File: src/design/hrlp_pkg.sv
`default_nettype none
// ----------------------------------------------------------------------------
// hrlp_pkg
// Shared types, constants and character tables for the request line parser.
// ----------------------------------------------------------------------------
package hrlp_pkg;

    localparam int unsigned DEF_MAX_LINE_BYTES = 2048;
    localparam int unsigned DEF_QUEUE_DEPTH    = 4;

    localparam int unsigned GET_LEN   = 3;
    localparam int unsigned VER_LEN   = 10;
    localparam int unsigned POS_CAP   = 11;
    localparam int unsigned COUNT_CAP = 4;

    localparam logic [7:0] SPACE_CHAR = 8'h20;

    localparam logic [1:0] VER_NONE = 2'd0;
    localparam logic [1:0] VER_1_0  = 2'd1;
    localparam logic [1:0] VER_1_1  = 2'd2;

    typedef struct packed {
        logic               end_of_line;
        logic               is_space;
        logic [GET_LEN-1:0] get_hit;
        logic [VER_LEN-1:0] v10_hit;
        logic [VER_LEN-1:0] v11_hit;
    } t_item;

    typedef struct packed {
        logic        request_ok;
        logic        method_is_get;
        logic        version_known;
        logic        is_http11;
        logic [10:0] url_start;
        logic [11:0] url_length;
    } t_result;

    function automatic logic [7:0] get_char(input int unsigned pos);
        logic [7:0] c;
        case (pos)
            0:       c = 8'h47;
            1:       c = 8'h45;
            2:       c = 8'h54;
            default: c = 8'h00;
        endcase
        return c;
    endfunction

    function automatic logic [7:0] ver_char(input int unsigned pos, input logic minor);
        logic [7:0] c;
        case (pos)
            0:       c = 8'h48;
            1:       c = 8'h54;
            2:       c = 8'h54;
            3:       c = 8'h50;
            4:       c = 8'h2f;
            5:       c = 8'h31;
            6:       c = 8'h2e;
            7:       c = minor ? 8'h31 : 8'h30;
            8:       c = 8'h0d;
            9:       c = 8'h0a;
            default: c = 8'h00;
        endcase
        return c;
    endfunction

endpackage
`default_nettype wire

File: src/design/hrlp_front.sv
`default_nettype none
// ----------------------------------------------------------------------------
// hrlp_front
// Classifies each incoming byte: space, and its match against every position
// of the method and version strings.
// ----------------------------------------------------------------------------
module hrlp_front (
    input  wire logic [7:0]     i_line_byte,
    input  wire logic           i_end_of_line,
    output hrlp_pkg::t_item     o_item
);
    import hrlp_pkg::*;

    always_comb begin
        o_item             = '0;
        o_item.end_of_line = i_end_of_line;
        o_item.is_space    = (i_line_byte == SPACE_CHAR);
        for (int i = 0; i < GET_LEN; i++) begin
            o_item.get_hit[i] = (i_line_byte == get_char(i));
        end
        for (int i = 0; i < VER_LEN; i++) begin
            o_item.v10_hit[i] = (i_line_byte == ver_char(i, 1'b0));
            o_item.v11_hit[i] = (i_line_byte == ver_char(i, 1'b1));
        end
    end

endmodule
`default_nettype wire

File: src/design/hrlp_queue.sv
`default_nettype none
// ----------------------------------------------------------------------------
// hrlp_queue
// Short first-in first-out queue of classified items between front and back.
// ----------------------------------------------------------------------------
module hrlp_queue #(
    parameter int unsigned DEPTH = hrlp_pkg::DEF_QUEUE_DEPTH
) (
    input  wire logic           i_clk,
    input  wire logic           i_rst_n,
    input  wire logic           i_push,
    input  hrlp_pkg::t_item     i_item,
    output logic                o_full,
    input  wire logic           i_pop,
    output logic                o_valid,
    output hrlp_pkg::t_item     o_item
);
    import hrlp_pkg::*;

    localparam int unsigned AW = (DEPTH > 1) ? $clog2(DEPTH) : 1;
    localparam int unsigned CW = $clog2(DEPTH + 1);

    t_item           r_mem [DEPTH];
    logic [AW-1:0]   r_wr_ptr, n_wr_ptr;
    logic [AW-1:0]   r_rd_ptr, n_rd_ptr;
    logic [CW-1:0]   r_count, n_count;
    logic            wr_en, rd_en;

    assign o_full  = (r_count == CW'(DEPTH));
    assign o_valid = (r_count != '0);
    assign o_item  = r_mem[r_rd_ptr];
    assign wr_en   = i_push && !o_full;
    assign rd_en   = i_pop && o_valid;

    always_comb begin
        n_wr_ptr = r_wr_ptr;
        n_rd_ptr = r_rd_ptr;
        n_count  = r_count;
        if (wr_en) begin
            n_wr_ptr = (r_wr_ptr == AW'(DEPTH - 1)) ? '0 : r_wr_ptr + 1'b1;
        end
        if (rd_en) begin
            n_rd_ptr = (r_rd_ptr == AW'(DEPTH - 1)) ? '0 : r_rd_ptr + 1'b1;
        end
        if (wr_en && !rd_en) begin
            n_count = r_count + 1'b1;
        end else if (rd_en && !wr_en) begin
            n_count = r_count - 1'b1;
        end
    end

    always_ff @(posedge i_clk) begin
        if (!i_rst_n) begin
            r_wr_ptr <= '0;
            r_rd_ptr <= '0;
            r_count  <= '0;
        end else begin
            r_wr_ptr <= n_wr_ptr;
            r_rd_ptr <= n_rd_ptr;
            r_count  <= n_count;
        end
    end

    always_ff @(posedge i_clk) begin
        if (wr_en) begin
            r_mem[r_wr_ptr] <= i_item;
        end
    end

endmodule
`default_nettype wire

File: src/design/hrlp_back.sv
`default_nettype none
// ----------------------------------------------------------------------------
// hrlp_back
// Token tracking and matching state, one item per cycle unless an end-of-line
// item waits for room in the two-entry result queue on the output side.
// ----------------------------------------------------------------------------
module hrlp_back #(
    parameter int unsigned MAX_LINE_BYTES = hrlp_pkg::DEF_MAX_LINE_BYTES
) (
    input  wire logic           i_clk,
    input  wire logic           i_rst_n,
    input  wire logic           i_valid,
    input  hrlp_pkg::t_item     i_item,
    output logic                o_take,
    output logic                o_empty,
    input  wire logic           i_pop,
    output hrlp_pkg::t_result   o_result
);
    import hrlp_pkg::*;

    localparam int unsigned OW = $clog2(MAX_LINE_BYTES + 1);

    logic [2:0]    r_token_count, n_token_count;
    logic          r_inside, n_inside;
    logic [3:0]    r_pos, n_pos;
    logic          r_get_still, n_get_still;
    logic          r_get_matched, n_get_matched;
    logic          r_v10_still, n_v10_still;
    logic          r_v11_still, n_v11_still;
    logic [1:0]    r_version, n_version;
    logic [OW-1:0] r_byte_offset, n_byte_offset;
    logic [10:0]   r_url_offset, n_url_offset;
    logic [11:0]   r_url_bytes, n_url_bytes;
    logic          r_overlong, n_overlong;

    t_result       res;
    logic [3:0]    get_hit_ext;
    logic [15:0]   v10_hit_ext, v11_hit_ext;

    t_result       r_res [2];
    logic          r_res_wr, r_res_rd;
    logic [1:0]    r_res_cnt, n_res_cnt;
    logic          res_room, res_wr, res_rd;

    assign res_room    = (r_res_cnt != 2'd2);
    assign o_take      = i_valid && (!i_item.end_of_line || res_room);
    assign res_wr      = o_take && i_item.end_of_line;
    assign res_rd      = i_pop && !o_empty;
    assign o_empty     = (r_res_cnt == 2'd0);
    assign o_result    = r_res[r_res_rd];
    assign get_hit_ext = {1'b0, i_item.get_hit};
    assign v10_hit_ext = {6'b0, i_item.v10_hit};
    assign v11_hit_ext = {6'b0, i_item.v11_hit};

    always_comb begin
        n_token_count = r_token_count;
        n_inside      = r_inside;
        n_pos         = r_pos;
        n_get_still   = r_get_still;
        n_get_matched = r_get_matched;
        n_v10_still   = r_v10_still;
        n_v11_still   = r_v11_still;
        n_version     = r_version;
        n_byte_offset = r_byte_offset;
        n_url_offset  = r_url_offset;
        n_url_bytes   = r_url_bytes;
        n_overlong    = r_overlong;
        res           = '0;

        if (o_take) begin
            if (r_byte_offset >= OW'(MAX_LINE_BYTES)) begin
                n_overlong = 1'b1;
            end else begin
                if (i_item.is_space) begin
                    if (n_inside) begin
                        if (n_token_count == 3'd1) begin
                            n_get_matched = n_get_still && (n_pos == 4'(GET_LEN));
                        end
                        if (n_token_count == 3'd3) begin
                            if (n_v10_still && n_pos == 4'(VER_LEN)) begin
                                n_version = VER_1_0;
                            end else if (n_v11_still && n_pos == 4'(VER_LEN)) begin
                                n_version = VER_1_1;
                            end else begin
                                n_version = VER_NONE;
                            end
                        end
                        n_inside = 1'b0;
                    end
                end else begin
                    if (!n_inside) begin
                        if (n_token_count < 3'(COUNT_CAP)) begin
                            n_token_count = n_token_count + 1'b1;
                        end
                        n_inside = 1'b1;
                        n_pos    = '0;
                        if (n_token_count == 3'd1) begin
                            n_get_still = 1'b1;
                        end
                        if (n_token_count == 3'd2) begin
                            n_url_offset = 11'(r_byte_offset);
                            n_url_bytes  = '0;
                        end
                        if (n_token_count == 3'd3) begin
                            n_v10_still = 1'b1;
                            n_v11_still = 1'b1;
                        end
                    end
                    if (n_token_count == 3'd1) begin
                        n_get_still = n_get_still && (n_pos < 4'(GET_LEN))
                                      && get_hit_ext[n_pos[1:0]];
                    end
                    if (n_token_count == 3'd2) begin
                        n_url_bytes = n_url_bytes + 1'b1;
                    end
                    if (n_token_count == 3'd3) begin
                        n_v10_still = n_v10_still && (n_pos < 4'(VER_LEN))
                                      && v10_hit_ext[n_pos];
                        n_v11_still = n_v11_still && (n_pos < 4'(VER_LEN))
                                      && v11_hit_ext[n_pos];
                    end
                    if (n_pos < 4'(POS_CAP)) begin
                        n_pos = n_pos + 1'b1;
                    end
                end
                n_byte_offset = r_byte_offset + 1'b1;
            end

            if (i_item.end_of_line) begin
                if (n_inside) begin
                    if (n_token_count == 3'd1) begin
                        n_get_matched = n_get_still && (n_pos == 4'(GET_LEN));
                    end
                    if (n_token_count == 3'd3) begin
                        if (n_v10_still && n_pos == 4'(VER_LEN)) begin
                            n_version = VER_1_0;
                        end else if (n_v11_still && n_pos == 4'(VER_LEN)) begin
                            n_version = VER_1_1;
                        end else begin
                            n_version = VER_NONE;
                        end
                    end
                end
                res.version_known = (n_version != VER_NONE);
                res.request_ok    = (n_token_count == 3'd3) && res.version_known
                                    && !n_overlong;
                res.method_is_get = n_get_matched;
                res.is_http11     = (n_version == VER_1_1);
                res.url_start     = n_url_offset;
                res.url_length    = n_url_bytes;

                n_token_count = '0;
                n_inside      = 1'b0;
                n_pos         = '0;
                n_get_still   = 1'b0;
                n_get_matched = 1'b0;
                n_v10_still   = 1'b0;
                n_v11_still   = 1'b0;
                n_version     = VER_NONE;
                n_byte_offset = '0;
                n_url_offset  = '0;
                n_url_bytes   = '0;
                n_overlong    = 1'b0;
            end
        end
    end

    always_comb begin
        n_res_cnt = r_res_cnt;
        if (res_wr && !res_rd) begin
            n_res_cnt = r_res_cnt + 1'b1;
        end else if (res_rd && !res_wr) begin
            n_res_cnt = r_res_cnt - 1'b1;
        end
    end

    always_ff @(posedge i_clk) begin
        if (!i_rst_n) begin
            r_token_count <= '0;
            r_inside      <= 1'b0;
            r_pos         <= '0;
            r_get_still   <= 1'b0;
            r_get_matched <= 1'b0;
            r_v10_still   <= 1'b0;
            r_v11_still   <= 1'b0;
            r_version     <= VER_NONE;
            r_byte_offset <= '0;
            r_url_offset  <= '0;
            r_url_bytes   <= '0;
            r_overlong    <= 1'b0;
            r_res_wr      <= 1'b0;
            r_res_rd      <= 1'b0;
            r_res_cnt     <= '0;
        end else begin
            r_token_count <= n_token_count;
            r_inside      <= n_inside;
            r_pos         <= n_pos;
            r_get_still   <= n_get_still;
            r_get_matched <= n_get_matched;
            r_v10_still   <= n_v10_still;
            r_v11_still   <= n_v11_still;
            r_version     <= n_version;
            r_byte_offset <= n_byte_offset;
            r_url_offset  <= n_url_offset;
            r_url_bytes   <= n_url_bytes;
            r_overlong    <= n_overlong;
            r_res_cnt     <= n_res_cnt;
            if (res_wr) begin
                r_res_wr <= !r_res_wr;
            end
            if (res_rd) begin
                r_res_rd <= !r_res_rd;
            end
        end
    end

    always_ff @(posedge i_clk) begin
        if (res_wr) begin
            r_res[r_res_wr] <= res;
        end
    end

endmodule
`default_nettype wire

File: src/design/http_request_line_parser_top.sv
`default_nettype none
// ----------------------------------------------------------------------------
// http_request_line_parser_top
// Byte-serial HTTP request line parser with queue-style ports.
// ----------------------------------------------------------------------------
// Takes one byte per cycle while full is low and gives one result per line;
// the final byte is registered in the item queue and its result in the
// result queue before it shows on the result ports. The classify stage feeds
// a QUEUE_DEPTH-entry item queue, and the token tracker drains it at one item
// per cycle; the tracker holds an end-of-line item only while both result
// queue entries are occupied, so full rises only when results are not being
// popped. Lines longer than MAX_LINE_BYTES are reported with request_ok low.
module http_request_line_parser_top #(
    parameter int unsigned MAX_LINE_BYTES = hrlp_pkg::DEF_MAX_LINE_BYTES,
    parameter int unsigned QUEUE_DEPTH    = hrlp_pkg::DEF_QUEUE_DEPTH
) (
    input  wire logic        i_clk,
    input  wire logic        i_rst_n,
    input  wire logic        push,
    output logic             full,
    input  wire logic [7:0]  i_line_byte,
    input  wire logic        i_end_of_line,
    output logic             empty,
    input  wire logic        pop,
    output logic             o_request_ok,
    output logic             o_method_is_get,
    output logic             o_version_known,
    output logic             o_is_http11,
    output logic [10:0]      o_url_start,
    output logic [11:0]      o_url_length
);
    import hrlp_pkg::*;

    t_item   front_item;
    t_item   q_item;
    logic    q_valid;
    logic    q_take;
    t_result result;

    hrlp_front u_front (
        .i_line_byte   (i_line_byte),
        .i_end_of_line (i_end_of_line),
        .o_item        (front_item)
    );

    hrlp_queue #(
        .DEPTH (QUEUE_DEPTH)
    ) u_queue (
        .i_clk   (i_clk),
        .i_rst_n (i_rst_n),
        .i_push  (push),
        .i_item  (front_item),
        .o_full  (full),
        .i_pop   (q_take),
        .o_valid (q_valid),
        .o_item  (q_item)
    );

    hrlp_back #(
        .MAX_LINE_BYTES (MAX_LINE_BYTES)
    ) u_back (
        .i_clk    (i_clk),
        .i_rst_n  (i_rst_n),
        .i_valid  (q_valid),
        .i_item   (q_item),
        .o_take   (q_take),
        .o_empty  (empty),
        .i_pop    (pop),
        .o_result (result)
    );

    assign o_request_ok    = result.request_ok;
    assign o_method_is_get = result.method_is_get;
    assign o_version_known = result.version_known;
    assign o_is_http11     = result.is_http11;
    assign o_url_start     = result.url_start;
    assign o_url_length    = result.url_length;

endmodule
`default_nettype wire

File: config.mk
export PLATFORM = sky130hd
export DESIGN_NAME = http_request_line_parser_top
export DESIGN_NICKNAME = d
export VERILOG_FILES = /design/src/design/hrlp_pkg.sv /design/src/design/hrlp_front.sv /design/src/design/hrlp_queue.sv /design/src/design/hrlp_back.sv /design/src/design/http_request_line_parser_top.sv
export SDC_FILE = /design/constraint.sdc
export NUM_CORES = 1
export LEC_CHECK = 0
export ABC_AREA = 1
export BUFFER_PORTS_ARGS = -buffer_cell sky130_fd_sc_hd__buf_2
export CAP_MARGIN = 20
export CORE_UTILIZATION = 60
export CTS_CLUSTER_DIAMETER = 100
export DETAILED_ROUTE_END_ITERATION = 16
export HOLD_SLACK_MARGIN = 0.06
export PLACE_DENSITY = 0.88
export SLEW_MARGIN = 20
export SYNTH_ARGS = -nofsm -noshare
export SYNTH_HDL_FRONTEND = slang
export SYNTH_SLANG_ARGS = --single-unit
File: constraint.sdc
create_clock -name i_clk -period 5.45 [get_ports i_clk]
set_input_delay 0.545 -clock i_clk [delete_from_list [all_inputs] [get_ports i_clk]]
set_output_delay 0.545 -clock i_clk [all_outputs]
set_load 0.1 [all_outputs]
==> run_results.csv <==
group,metric,value,unit
global_routing,use_met3,5.792,%
floorplan,dieHeight,118.4,um
timing,max_slew_margin,39.42,%
placed_design,hpwl,11340,um
pwr,power_switching,2.446,mW
synthesis,synth_top_family_by_area,"simple AND/OR/NAND/NOR gates",
synthesis,synth-compound-area-share,8.755,%
clock_tree,cts-root-buf,"clkbuf_16",
layout,diodes,0,
floorplan,die-area,0.01402,mm^2
setup_path,setup.worst_path.class,"reg2reg",
timing,grt_setup_unrepaired,"false",
route,drc_errors,0,
clock_tree,post_cts_resize_count,0,
setup_path,cp-start-kind,"flop",
route,via_count,6159,
setup_path,crit_top_cell,"nand2_4",
synthesis,synth_xor_area_share,1.293,%
min_path,hold_class,"in2reg",
layout,mostFrequentLayoutCell,"nand2_1",
setup_path,crit_family,"simple AND/OR/NAND/NOR gates",
timing,tightestPinTransition,0.9075,ns
pwr,combinationalPowerShare,42.3,%
timing,finalSetupTns,0,ns
floorplan,core_area,0.01324,mm^2
floorplan,die_w,118.4,um
layout,drive_above_1_share,17.22,%
route,dr.pass1.iters,5,
pwr,internal_power,2.806,mW
synthesis,synth_cell_type_count,49,
pwr,power.total,5.251,mW
route,antenna_left,0,
pwr,p_clk_share,23.6,%
synthesis,synthArstFlopShare,0,%
setup_path,cp_slowest_stage_delay,0.92,ns
setup_path,slowest_stage,"dfxtp_1",
min_path,hp-start,"i_end_of_line",
setup_path,crit_buf_inv,3,
synthesis,synth_mux_area_share,3.985,%
global_routing,grt_pass1_wl,28260,um
timing,hold_viol,0,
clock_tree,postCtsSetupRepairBufs,0,
layout,final_area,0.009045,mm^2
setup_path,cp_max_fo,37,
synthesis,postSynthCellCount,880,
clock_tree,clockBufferDepth,2,
layout,syn_to_final_growth,11.23,%
setup_path,rr_worst_depth,10,
clock_tree,cts_made_buffers,17,
synthesis,synthSimpleGateAreaFrac,21.48,%
timing,finalSetupViolations,0,
synthesis,synth-seq-area-share,54.90,%
pwr,p_sw_share,46.57,%
global_routing,grt_busiest_layer,"met2",
clock_tree,cts-htree-levels,4,
placed_design,place_area,0.008436,mm^2
global_routing,gr-usage-all-layers,25.77,%
route,vias_per_cell,5.574,
setup_path,crit_cells,10,
min_path,worstHoldPathCells,1,
synthesis,avgSynthCellArea,9.240,um^2
synthesis,synth_adder_area_share,2.246,%
floorplan,rows,42,
setup_path,worstPathCellList,"inv_4 -> nand2_1 -> nand3_1 -> and2_4 -> nand3_2 -> nand2_4 -> inv_2 -> nand2_4 -> nor2_2 -> buf_4",
synthesis,ys_ff_latch,170,
timing,drv_slew,0,
placed_design,io_buffers,41,
setup_path,timing.rr.end,"u_back.r_res[0][18]$_DFFE_PP_",
placed_design,placed_cells_incl_taps,1073,
timing,fmax,282.2,MHz
clock_tree,clk_pin_slew,0.07,ns
timing,fin_worst_skew,0.007919,ns
setup_path,crit_required,5.57,ns
clock_tree,clk_latency,0.44,ns
synthesis,syn-cell-area,0.008132,mm^2
layout,final_util,68.30,%
synthesis,syn_nets,907,
route,drt-total-wl,16770,um
setup_path,crit_end,"u_back.r_res[0][18]$_DFFE_PP_",
timing,final.period_utilization,65.03,%
setup_path,endpoint_kind,"flop",
synthesis,synth_edf_count,106,
placed_design,gp_congestion,0.8564,
layout,nets,943,
synthesis,synth_ff_type,"edfxtp_1",
pwr,pwr-share-seq,34.1,%
floorplan,start_util,61.40,%
pwr,powerDensity,580.6,mW/mm^2
clock_tree,cts_tree,"built",
global_routing,grt.overflow.total,0,
flow_run,cap_violations,0,
route,wl_per_cell,15.17,um
layout,final_cell_mix,"179 x nand2_1, 106 x edfxtp_1, 102 x inv_1",
clock_tree,cts.sinks,170,
layout,fin_cells,1105,
run_status,status,"finished clean",
global_routing,grt_antenna_before_repair,0,
floorplan,top_level_ports,42,
synthesis,yosysWarningCount,0,
setup_path,arrival,3.67,ns
clock_tree,hold_buffers,0,
global_routing,met2_usage,44.45,%
global_routing,use_met1,30.84,%
pwr,p_leak,3.529,nW
setup_path,rrSetupSlack,1.91,ns
timing,fin_crit,3.544,ns
global_routing,grt_max_degree,41,
route,drtIter0Drc,466,
global_routing,grt_pass1_vias,6120,
pwr,vdd_ir_drop_max,0.0002816,V
## sequential cells by signal (all words and copies together), names as in the netlist, named ones only
register              cells
u_back.r_res             54
u_queue.r_mem            52
u_back.r_byte_offset     12
u_back.r_url_bytes       12
u_back.r_url_offset      11
u_back.r_pos              4
u_back.r_token_count      3
u_queue.r_count           3
u_back.r_res_cnt          2
u_back.r_version          2
u_queue.r_rd_ptr          2
u_queue.r_wr_ptr          2
u_back.r_get_matched      1
u_back.r_get_still        1
u_back.r_inside           1
u_back.r_overlong         1
u_back.r_res_rd           1
u_back.r_res_wr           1
u_back.r_v10_still        1
u_back.r_v11_still        1
## worst min path at each step
stage | slack (ns) | endpoint
2_1_floorplan | 0.43 | u_back.r_overlong$_SDFFE_PN0P_
3_3_place_gp | 0.45 | u_back.r_overlong$_SDFFE_PN0P_
3_5_place_dp | 0.46 | u_back.r_url_bytes[8]$_SDFFE_PN0P_
4_1_cts | 0.34 | u_queue.r_mem[0][24]$_DFFE_PP_
5_1_grt | 0.35 | u_queue.r_mem[0][24]$_DFFE_PP_
6_report | 0.36 | u_queue.r_mem[0][24]$_DFFE_PP_
## power groups by stage
stage / Sequential (mW) / Combinational, mW / Clock, mW
2_1_floorplan: 1.72 / 1.95 / 0
3_3_place_gp: 1.80 / 2.16 / 0
6_report: 1.79 / 2.22 / 1.24
5_1_grt: 1.81 / 2.38 / 1.30
3_5_place_dp: 1.81 / 2.20 / 0
4_1_cts: 1.79 / 2.22 / 1.25
## per-layer routing
metal	wire length (um)	vias to the layer above
met5	0	-
met4	443	0
met2	8442	211
met3	966	44
li1	-	3004
met1	6915	2900
## layout make-up
class / count / area (um^2)
sequential: 170 / 4466
fill: 974 / 4198
multi-input combinational: 567 / 3080
inverter: 114 / 430.4
clock buffer: 17 / 425.4
timing repair buffer: 46 / 242.7
tap: 176 / 220.2
clock inverter: 15 / 180.2
## cells in the mapped netlist (2+ instances only)
| library cell | n | area share, % |
|---|---|---|
| a2bb2oi_1 | 3 | 0.32 |
| nand2_1 | 179 | 8.3 |
| a211oi_1 | 2 | 0.18 |
| xor2_1 | 7 | 0.75 |
| nand3_2 | 5 | 0.62 |
| nor4_1 | 6 | 0.46 |
| edfxtp_1 | 106 | 39 |
| or2_1 | 8 | 0.62 |
| o211ai_1 | 2 | 0.18 |
| xnor2_1 | 5 | 0.54 |
| clkbuf_1 | 14 | 0.65 |
| inv_1 | 102 | 4.7 |
| inv_2 | 10 | 0.46 |
| nor2_1 | 83 | 3.8 |
| nand2_4 | 4 | 0.55 |
| buf_6 | 5 | 0.69 |
| buf_4 | 3 | 0.28 |
| a31oi_1 | 2 | 0.15 |
| mux2i_1 | 2 | 0.25 |
| nand3b_1 | 2 | 0.18 |
| nor2_4 | 2 | 0.28 |
| buf_2 | 7 | 0.43 |
| o22ai_1 | 3 | 0.23 |
| nor2_2 | 7 | 0.54 |
| nand3_1 | 48 | 3.0 |
| mux2_2 | 27 | 3.7 |
| or2_2 | 3 | 0.23 |
| nand2_2 | 8 | 0.62 |
| a22oi_1 | 2 | 0.18 |
| nor3_1 | 13 | 0.80 |
| o21ai_2 | 4 | 0.43 |
| a21oi_1 | 62 | 3.8 |
| o21ai_1 | 12 | 0.74 |
| ha_1 | 13 | 2.0 |
| nand4_1 | 10 | 0.77 |
| dfxtp_1 | 64 | 16 |
| o21ai_0 | 33 | 2.0 |
## cells by family after synthesis
logic type | after synthesis
simple gates | 383
fa+ha+maj | 14
compound gates | 129
buf+inv | 143
xor+xnor | 12
flops | 170
mux | 29
## metrics by stage
stage	hold slack (ns)	setup WS, ns
floorplan	0.4313	1.773
detailed placement	0.4573	1.909
global placement	0.4516	2.033
finish	0.3566	1.906
global route	0.3450	1.608
CTS	0.3396	1.880
No activity file was read; power rests on OpenSTA's default activity.
